**src/hw/rtl/sdd_pkg.sv**
```systemverilog
// Package for the signed date difference block: command struct, widths and calendar tables.
// No dependencies; used by sdd_ctrl, sdd_datapath and signed_date_difference.
package sdd_pkg;

    localparam int DAY_W   = 5;
    localparam int MONTH_W = 4;
    localparam int YEAR_W  = 14;
    localparam int DN_W    = 23;
    localparam int DIFF_W  = 23;
    localparam int IN_W    = 48;
    localparam int OUT_W   = 24;

    // floor(y / 100) == (y * RECIP_100) >> RECIP_SHIFT for every 14-bit y.
    localparam logic [12:0] RECIP_100   = 13'd5243;
    localparam int          RECIP_SHIFT = 19;
    localparam int          PROD_W      = YEAR_W + 13;
    localparam int          Q_W         = PROD_W - RECIP_SHIFT;

    localparam logic [MONTH_W-1:0] MONTH_JAN = 4'd1;
    localparam logic [MONTH_W-1:0] MONTH_FEB = 4'd2;
    localparam logic [MONTH_W-1:0] MONTH_DEC = 4'd12;

    typedef struct packed {
        logic load;
        logic mul;
        logic part;
        logic sum;
        logic sel;
        logic diff;
        logic fin;
    } sdd_cmd_t;

    function automatic logic [DAY_W-1:0] month_days(input logic [MONTH_W-1:0] m,
                                                   input logic leap);
        logic [DAY_W-1:0] r;
        case (m)
            4'd1, 4'd3, 4'd5, 4'd7, 4'd8, 4'd10, 4'd12: r = 5'd31;
            4'd4, 4'd6, 4'd9, 4'd11:                    r = 5'd30;
            4'd2:                                       r = leap ? 5'd29 : 5'd28;
            default:                                    r = 5'd0;
        endcase
        return r;
    endfunction

    function automatic logic [8:0] days_before(input logic [MONTH_W-1:0] m);
        logic [8:0] r;
        case (m)
            4'd2:    r = 9'd31;
            4'd3:    r = 9'd59;
            4'd4:    r = 9'd90;
            4'd5:    r = 9'd120;
            4'd6:    r = 9'd151;
            4'd7:    r = 9'd181;
            4'd8:    r = 9'd212;
            4'd9:    r = 9'd243;
            4'd10:   r = 9'd273;
            4'd11:   r = 9'd304;
            4'd12:   r = 9'd334;
            default: r = 9'd0;
        endcase
        return r;
    endfunction

endpackage

```
**src/hw/rtl/sdd_ctrl.sv**
```systemverilog
// Controller for the signed date difference block: sequences the datapath one step a cycle.
// Depends on sdd_pkg for the command struct.
module sdd_ctrl (
    input  logic              clk,
    input  logic              rst_n,
    input  logic              in_valid,
    output logic              in_ready,
    output logic              out_valid,
    input  logic              out_ready,
    output sdd_pkg::sdd_cmd_t cmd
);

    localparam logic [2:0] ST_IDLE = 3'd0;
    localparam logic [2:0] ST_MUL  = 3'd1;
    localparam logic [2:0] ST_PART = 3'd2;
    localparam logic [2:0] ST_SUM  = 3'd3;
    localparam logic [2:0] ST_DIFF = 3'd4;
    localparam logic [2:0] ST_FIN  = 3'd5;
    localparam logic [2:0] ST_OUT  = 3'd6;

    logic [2:0] state_reg, state_next;
    logic       sel_reg, sel_next;

    always_ff @(posedge clk or negedge rst_n)
    begin
        if (!rst_n)
        begin
            state_reg <= ST_IDLE;
            sel_reg   <= 1'b0;
        end
        else
        begin
            state_reg <= state_next;
            sel_reg   <= sel_next;
        end
    end

    always_comb
    begin
        state_next = state_reg;
        sel_next   = sel_reg;
        unique case (state_reg)
            ST_IDLE:
            begin
                sel_next = 1'b0;
                if (in_valid)
                    state_next = ST_MUL;
            end
            ST_MUL:  state_next = ST_PART;
            ST_PART: state_next = ST_SUM;
            ST_SUM:
            begin
                if (sel_reg)
                    state_next = ST_DIFF;
                else
                begin
                    sel_next   = 1'b1;
                    state_next = ST_MUL;
                end
            end
            ST_DIFF: state_next = ST_FIN;
            ST_FIN:  state_next = ST_OUT;
            ST_OUT:
            begin
                if (out_ready)
                    state_next = ST_IDLE;
            end
            default: state_next = ST_IDLE;
        endcase
    end

    assign in_ready  = (state_reg == ST_IDLE);
    assign out_valid = (state_reg == ST_OUT);

    assign cmd.load = (state_reg == ST_IDLE) && in_valid;
    assign cmd.mul  = (state_reg == ST_MUL);
    assign cmd.part = (state_reg == ST_PART);
    assign cmd.sum  = (state_reg == ST_SUM);
    assign cmd.sel  = sel_reg;
    assign cmd.diff = (state_reg == ST_DIFF);
    assign cmd.fin  = (state_reg == ST_FIN);

endmodule

```
**src/hw/rtl/sdd_datapath.sv**
```systemverilog
// Datapath for the signed date difference block: date checks, day numbers and the difference.
// Depends on sdd_pkg for widths, tables and the command struct.
module sdd_datapath #(
    parameter int MAX_YEAR = 9999
) (
    input  logic                       clk,
    input  sdd_pkg::sdd_cmd_t          cmd,
    input  logic [sdd_pkg::IN_W-1:0]   in_word,
    output logic [sdd_pkg::OUT_W-1:0]  out_word
);

    localparam logic [sdd_pkg::YEAR_W:0] YEAR_LIMIT = (sdd_pkg::YEAR_W + 1)'(MAX_YEAR);

    logic [sdd_pkg::IN_W-1:0]    in_reg;
    logic [sdd_pkg::Q_W-1:0]     q_reg;
    logic [sdd_pkg::DN_W-1:0]    p365_reg;
    logic [11:0]                 part_reg;
    logic [8:0]                  cum_reg;
    logic                        bad_reg;
    logic [sdd_pkg::DN_W-1:0]    n1_reg, n2_reg;
    logic                        lt_reg;
    logic [sdd_pkg::DN_W:0]      mag_reg;
    logic [sdd_pkg::OUT_W-1:0]   out_reg;

    logic [sdd_pkg::DAY_W-1:0]   d;
    logic [sdd_pkg::MONTH_W-1:0] m;
    logic [sdd_pkg::YEAR_W-1:0]  y, p;
    logic                        inc;
    logic [sdd_pkg::PROD_W-1:0]  prod;
    logic [sdd_pkg::YEAR_W:0]    q100;
    logic                        cent, leap, ok;
    logic [sdd_pkg::Q_W-1:0]     p100;
    logic [11:0]                 part;
    logic [8:0]                  cum;
    logic [sdd_pkg::DN_W-1:0]    n;
    logic [sdd_pkg::DN_W:0]      val, res;

    assign d   = cmd.sel ? in_reg[27:23] : in_reg[4:0];
    assign m   = cmd.sel ? in_reg[31:28] : in_reg[8:5];
    assign y   = cmd.sel ? in_reg[45:32] : in_reg[22:9];
    assign inc = in_reg[46];
    assign p   = y - 14'd1;

    assign prod = sdd_pkg::PROD_W'(y) * sdd_pkg::PROD_W'(sdd_pkg::RECIP_100);

    always_comb
    begin
        q100 = (sdd_pkg::YEAR_W + 1)'(q_reg) * 15'd100;
        cent = (q100 == {1'b0, y});
        leap = (y[1:0] == 2'd0) && (!cent || (q_reg[1:0] == 2'd0));
        p100 = q_reg - sdd_pkg::Q_W'(cent);
        part = 12'(p >> 2) - 12'(p100) + 12'(p100 >> 2);
        cum  = sdd_pkg::days_before(m) + 9'((m > sdd_pkg::MONTH_FEB) && leap);
        ok   = (y != '0) && ({1'b0, y} <= YEAR_LIMIT)
            && (m >= sdd_pkg::MONTH_JAN) && (m <= sdd_pkg::MONTH_DEC)
            && (d != '0) && (d <= sdd_pkg::month_days(m, leap));
        n    = p365_reg + sdd_pkg::DN_W'(part_reg) + sdd_pkg::DN_W'(cum_reg)
             + sdd_pkg::DN_W'(d);
        val  = mag_reg + (sdd_pkg::DN_W + 1)'(inc);
        res  = lt_reg ? val : -val;
    end

    always_ff @(posedge clk)
    begin
        if (cmd.load)
            in_reg <= in_word;
        if (cmd.mul)
        begin
            q_reg    <= prod[sdd_pkg::PROD_W-1:sdd_pkg::RECIP_SHIFT];
            p365_reg <= sdd_pkg::DN_W'(p) * 23'd365;
        end
        if (cmd.part)
        begin
            part_reg <= part;
            cum_reg  <= cum;
            bad_reg  <= cmd.sel ? (bad_reg | !ok) : !ok;
        end
        if (cmd.sum)
        begin
            if (cmd.sel)
                n2_reg <= n;
            else
                n1_reg <= n;
        end
        if (cmd.diff)
        begin
            lt_reg  <= (n1_reg < n2_reg);
            mag_reg <= (n1_reg < n2_reg) ? {1'b0, n2_reg - n1_reg} : {1'b0, n1_reg - n2_reg};
        end
        if (cmd.fin)
            out_reg <= bad_reg ? {1'b1, {sdd_pkg::DIFF_W{1'b0}}}
                               : {1'b0, res[sdd_pkg::DIFF_W-1:0]};
    end

    assign out_word = out_reg;

endmodule

```
**src/hw/rtl/signed_date_difference.sv**
```systemverilog
// Signed Gregorian date difference: one result word for each input word.
// From acceptance, each date passes a multiply, a partial-sum and a day-number step on the
// shared datapath, then subtract and sign. One word at a time: a new word can be taken
// in the cycle after the result is taken, at the earliest. Reset (rst_n low, asynchronous)
// returns the controller to idle.
// Depends on sdd_pkg, sdd_ctrl and sdd_datapath.
module signed_date_difference #(
    parameter int MAX_YEAR = 9999
) (
    input  logic                      clk,
    input  logic                      rst_n,
    input  logic                      s_tvalid,
    output logic                      s_tready,
    // first_day, first_month, first_year, second_day, second_month, second_year,
    // include_end, then one zero bit.
    input  logic [sdd_pkg::IN_W-1:0]  s_tdata,
    output logic                      m_tvalid,
    input  logic                      m_tready,
    // day_difference, bad_date.
    output logic [sdd_pkg::OUT_W-1:0] m_tdata
);

    sdd_pkg::sdd_cmd_t cmd;

    sdd_ctrl u_ctrl (
        .clk       (clk),
        .rst_n     (rst_n),
        .in_valid  (s_tvalid),
        .in_ready  (s_tready),
        .out_valid (m_tvalid),
        .out_ready (m_tready),
        .cmd       (cmd)
    );

    sdd_datapath #(
        .MAX_YEAR (MAX_YEAR)
    ) u_datapath (
        .clk      (clk),
        .cmd      (cmd),
        .in_word  (s_tdata),
        .out_word (m_tdata)
    );

    assert property (@(posedge clk) disable iff (!rst_n) !(s_tready && m_tvalid))
        else $error("Input taken while a result is pending.");

    assert property (@(posedge clk) disable iff (!rst_n) s_tvalid && s_tready |=> !s_tready)
        else $error("Second word taken before the first was finished.");

    assert property (@(posedge clk) disable iff (!rst_n)
        $onehot0({cmd.load, cmd.mul, cmd.part, cmd.sum, cmd.diff, cmd.fin}))
        else $error("More than one datapath step issued at once.");

    assert property (@(posedge clk) disable iff (!rst_n)
        m_tvalid && m_tdata[sdd_pkg::DIFF_W] |-> m_tdata[sdd_pkg::DIFF_W-1:0] == '0)
        else $error("Invalid date gave a non-zero difference.");

endmodule

```
**config.mk**
```make
export PLATFORM = sky130hd
export DESIGN_NAME = signed_date_difference
export DESIGN_NICKNAME = d
export VERILOG_FILES = /design/src/hw/rtl/sdd_pkg.sv /design/src/hw/rtl/sdd_ctrl.sv /design/src/hw/rtl/sdd_datapath.sv /design/src/hw/rtl/signed_date_difference.sv
export SDC_FILE = /design/constraint.sdc
export NUM_CORES = 1
export LEC_CHECK = 0
export BUFFER_PORTS_ARGS = -buffer_cell sky130_fd_sc_hd__buf_2
export CAP_MARGIN = 20
export CORE_MARGIN = 3
export CORE_UTILIZATION = 32
export DETAILED_ROUTE_END_ITERATION = 8
export PLACE_DENSITY_LB_ADDON = 0.25
export SLEW_MARGIN = 30
export SYNTH_ARGS = -nofsm -noshare
export SYNTH_HDL_FRONTEND = slang
export SYNTH_SLANG_ARGS = --single-unit
```
**constraint.sdc**
```tcl
create_clock -name clk -period 6.1 [get_ports clk]
set_clock_uncertainty 0.05 [all_clocks]
set_input_delay 0.305 -clock clk [delete_from_list [all_inputs] [get_ports clk]]
set_output_delay 0.305 -clock clk [all_outputs]
set_load 0.01 [all_outputs]
```
==> insert_results.sql <==
INSERT INTO impl_metrics (metric_group, metric, value, unit) VALUES
('grt', 'first_global_vias', '14161', ''),
('sta', 'post_route_clock_period_utilization', '97.8', '%'),
('logic_synthesis', 'synth.area.top_cells', 'sky130_fd_sc_hd__edfxtp_1 (30%), sky130_fd_sc_hd__ha_1 (20%), sky130_fd_sc_hd__fa_1 (14%)', ''),
('logic_synthesis', 'netlist.area_leader.share', '29.9', '%'),
('placed_design', 'dp_worst_setup_slack', '-83.8', 'ps'),
('finish', 'flow.area_growth_from_synthesis', '19.5', '%'),
('sta', 'maxSlewViolCount', '0', ''),
('sta', 'setup_violations', '0', ''),
('sta', 'final_period_minus_worst_setup_slack', '5970', 'ps'),
('setup_path', 'worst_ep_arrival_time', '6150', 'ps'),
('finish', 'final_design_area_no_fill', '23300', 'sq um'),
('drt', 'm1_wire_length', '19.0', 'mm'),
('logic_synthesis', 'yosys.area_share.adder', '33.2', '%'),
('placed_design', 'placement.cell_area', '21700', 'sq um'),
('grt', 'grt_start_max_net_pins', '48', ''),
('clock_tree', 'cts.sinks', '198', ''),
('logic_synthesis', 'synth_top_flop_cell', 'sky130_fd_sc_hd__edfxtp_1', ''),
('drt', 'routed-wl-met2', '24.1', 'mm'),
('drt', 'wl_per_cell', '15.6', 'um'),
('grt', 'wire_length_of_the_first_global_routing_pass', '72.6', 'mm'),
('logic_synthesis', 'synthesis.yosys.warnings', '0', ''),
('logic_synthesis', 'synth.net_count', '2358', ''),
('worst_hold_path', 'holdCritPathClass', 'primary input to register', ''),
('sta', 'timing.slew.headroom', '47.7', '%'),
('drt', 'totalWireLength', '45.2', 'mm'),
('clock_tree', 'clkSlewWorstSetupHoldPaths', '80', 'ps'),
('setup_path', 'timing_worst_setup_path_type', 'register to register', ''),
('setup_path', 'endpoint', 'u_datapath.part_reg[10]', ''),
('floorplanning', 'start_util', '32.7', '%'),
('sta', 'worstMarginPinSlew', '785', 'ps'),
('clock_tree', 'clock_tree.root_cell', 'sky130_fd_sc_hd__clkbuf_16', ''),
('drt', 'ant_nets', '0', ''),
('sta', 'postLayoutSetupSlackWorst', '135', 'ps'),
('logic_synthesis', 'synth_simple_gate_area_share', '9.52', '%'),
('floorplanning', 'die_w', '253', 'um'),
('sta', 'rsz0062_at_grt', 'true', ''),
('drt', 'met3_wirelength', '1.09', 'mm'),
('finish', 'antennaDiodeCount', '0', ''),
('setup_path', 'rr_worst_depth', '25', ''),
('setup_path', 'r2r_end', 'u_datapath.part_reg[10]', ''),
('clock_tree', 'clock_tree.buffer_depth', '2', ''),
('setup_path', 'r2r_setup_slack', '130', 'ps'),
('sta', 'fin_hold_viols', '0', ''),
('floorplanning', 'die_height', '253', 'um'),
('finish', 'nets', '2602', ''),
('clock_tree', 'cts-htree-levels', '4', ''),
('drt', 'route.detailed.vias_per_inst', '4.78', ''),
('clock_tree', 'insertion_delay', '480', 'ps'),
('grt', 'groute.usage.overall', '14.4', '%'),
('finish', 'largest_reg_flops', '47', ''),
('logic_synthesis', 'synth_cell_type_count', '79', ''),
('logic_synthesis', 'compound_gate_fraction_of_synth_area', '10.4', '%'),
('setup_path', 'worst_r2r_startpoint', 'u_datapath.q_reg[2]', ''),
('logic_synthesis', 'synth_area', '19500', 'sq um'),
('logic_synthesis', 'ys_ff_latch', '198', ''),
('setup_path', 'critical_path.startpoint', 'u_datapath.q_reg[2]', ''),
('placed_design', 'finalWeightedCongestion', '0.920', ''),
('sta', 'timing.fmax', '168', 'MHz'),
('logic_synthesis', 'synth_largest_area_cell', 'sky130_fd_sc_hd__edfxtp_1', ''),
('floorplanning', 'num_rows', '89', ''),
('setup_path', 'critical_path.endpoint_type', 'register', ''),
('run_status', 'result_of_the_run', 'finished clean', ''),
('setup_path', 'crit_path_max_fanout', '3', ''),
('drt', 'first_pass_iters', '4', ''),
('drt', 'post-route-drc-count', '0', ''),
('setup_path', 'worstPathRequired', '6280', 'ps'),
('clock_tree', 'clock_buffers_created_by_tritoncts', '17', ''),
('drt', 'vias', '13844', ''),
('floorplanning', 'coreArea', '59700', 'sq um'),
('grt', 'overflow', '0', ''),
('logic_synthesis', 'yosysSeqAreaShare', '30.4', '%');
[layer usage]
| metal | GRT usage [%] | up-vias |
|---|---|---|
| met5 | 0 | - |
| met4 | 4.17 | 0 |
| met3 | 2.72 | 56 |
| met2 | 26.9 | 161 |
| met1 | 16.8 | 6694 |
| li1 | - | 6933 |
[synth_stat cells, types with 6 or more instances]
library cell	count
sky130_fd_sc_hd__nor2_1	102
sky130_fd_sc_hd__o21ai_1	7
sky130_fd_sc_hd__or3_1	14
sky130_fd_sc_hd__and3_1	15
sky130_fd_sc_hd__xnor2_1	116
sky130_fd_sc_hd__nand2_1	66
sky130_fd_sc_hd__xor2_1	40
sky130_fd_sc_hd__nand4_1	20
sky130_fd_sc_hd__o21bai_1	11
sky130_fd_sc_hd__nor2b_1	17
sky130_fd_sc_hd__o2111ai_1	6
sky130_fd_sc_hd__clkbuf_1	26
sky130_fd_sc_hd__edfxtp_1	194
sky130_fd_sc_hd__a21o_1	25
sky130_fd_sc_hd__nor3b_1	9
sky130_fd_sc_hd__ha_1	304
sky130_fd_sc_hd__buf_2	15
sky130_fd_sc_hd__or2_2	6
sky130_fd_sc_hd__a211oi_1	11
sky130_fd_sc_hd__o21ai_0	71
sky130_fd_sc_hd__nor4_1	6
sky130_fd_sc_hd__nor3_1	27
sky130_fd_sc_hd__and2_1	12
sky130_fd_sc_hd__o21a_1	16
sky130_fd_sc_hd__a31oi_1	13
sky130_fd_sc_hd__mux2i_1	31
sky130_fd_sc_hd__fa_1	133
sky130_fd_sc_hd__nand3_1	40
sky130_fd_sc_hd__inv_1	302
sky130_fd_sc_hd__o31ai_1	8
sky130_fd_sc_hd__mux2_2	10
sky130_fd_sc_hd__nand2b_1	16
sky130_fd_sc_hd__a21oi_1	87
[critical path, cell delays in order (launching register included)]
cell	delay (ps)
sky130_fd_sc_hd__edfxtp_1	420
sky130_fd_sc_hd__inv_2	100
sky130_fd_sc_hd__ha_4	210
sky130_fd_sc_hd__ha_4	230
sky130_fd_sc_hd__fa_1	570
sky130_fd_sc_hd__ha_4	210
sky130_fd_sc_hd__nor2b_1	130
sky130_fd_sc_hd__o21a_1	190
sky130_fd_sc_hd__o31a_1	310
sky130_fd_sc_hd__o41ai_2	260
sky130_fd_sc_hd__xnor2_1	180
sky130_fd_sc_hd__and4_4	280
sky130_fd_sc_hd__ha_4	160
sky130_fd_sc_hd__ha_2	260
sky130_fd_sc_hd__inv_1	70
sky130_fd_sc_hd__fa_1	430
sky130_fd_sc_hd__buf_4	160
sky130_fd_sc_hd__fa_1	450
sky130_fd_sc_hd__nor2b_1	190
sky130_fd_sc_hd__o21ai_2	100
sky130_fd_sc_hd__a21boi_2	170
sky130_fd_sc_hd__o21ai_2	100
sky130_fd_sc_hd__a21oi_2	170
sky130_fd_sc_hd__o21ai_2	70
sky130_fd_sc_hd__mux2i_1	150
sky130_fd_sc_hd__nand2_1	70
[kinds of logic (layout without fill, tap and decap cells)]
| logic type | after synthesis | after routing |
|---|---|---|
| buffers and inverters | 352 | 609 |
| AO/OA/AOI/OAI | 316 | 316 |
| XOR/XNOR | 156 | 156 |
| AND/OR/NAND/NOR | 366 | 366 |
| multiplexers | 44 | 44 |
| flip-flops | 198 | 198 |
| adder cells (fa/ha/maj) | 437 | 437 |
[how the worst min path moves through the flow]
stage | slack (ps) | cells after the start | endpoint | startpoint
after CTS | 40 | 4 | u_ctrl.state_reg[1] | m_tready
after global routing | 80 | 4 | u_ctrl.state_reg[1] | m_tready
after floorplan | -40 | 0 | u_ctrl.sel_reg | rst_n
after global placement | 70 | 1 | u_ctrl.sel_reg | rst_n
final | 80 | 4 | u_ctrl.state_reg[1] | m_tready
after detailed placement | 70 | 1 | u_ctrl.sel_reg | rst_n
[final cells by class]
cell class                      instances  area (sq um)
Multi-Input combinational cell       1319         12600
Clock inverter                         15           166
Sequential cell                       198          5930
Fill cell                            5873         36400
Inverter                              305          1150
Tap cell                              773           967
Timing Repair Buffer                  272          2030
Clock buffer                           17           425
[cell usage in the layout (no fill, tap or decap), drive strengths merged, types with 5 or more instances in the layout]
cell and instances:
a211oi 11, a21o 25, a21oi 88, a31oi 13
and2 12, and3 15, and4 6, buf 224
clkbuf 17, clkinv 7, dlygate4sd3 48, edfxtp 194
fa 133, ha 304, inv 310, mux2 10
mux2i 33, nand2 66, nand2b 16, nand3 40
nand4 20, nor2 102, nor2b 17, nor3 28
nor3b 10, nor4 8, o2111ai 6, o21a 16
o21ai 79, o21bai 11, o22ai 5, o31a 5
o31ai 8, or2 6, or3 14, xnor2 116
xor2 40
[metrics by stage]
stage | std cells | utilization, % | TNS [ps] | hold slack [ps]
after floorplan | 1869 | - | 0 | -40.6
after detailed placement | 2801 | 36.4 | -189 | 72.6
after global routing | 2899 | 39.0 | -425 | 80.6
after CTS | 2883 | 38.2 | 0 | 38.3
after global placement | 2801 | 36.4 | -14.3 | 69.2
final | 2899 | 39.0 | 0 | 82.4
[what timing repair did]
item,4_1_cts,5_1_grt
gates resized for setup,9,71
hold buffers,48,0
endpoints found under the setup margin,4,16
endpoints found under the hold margin,51,0
pin swaps,4,43
setup buffers,2,16
Power is left out: the tool's default activity adds up to more than one toggle a clock period on the data nets, which glitch-free logic cannot reach.
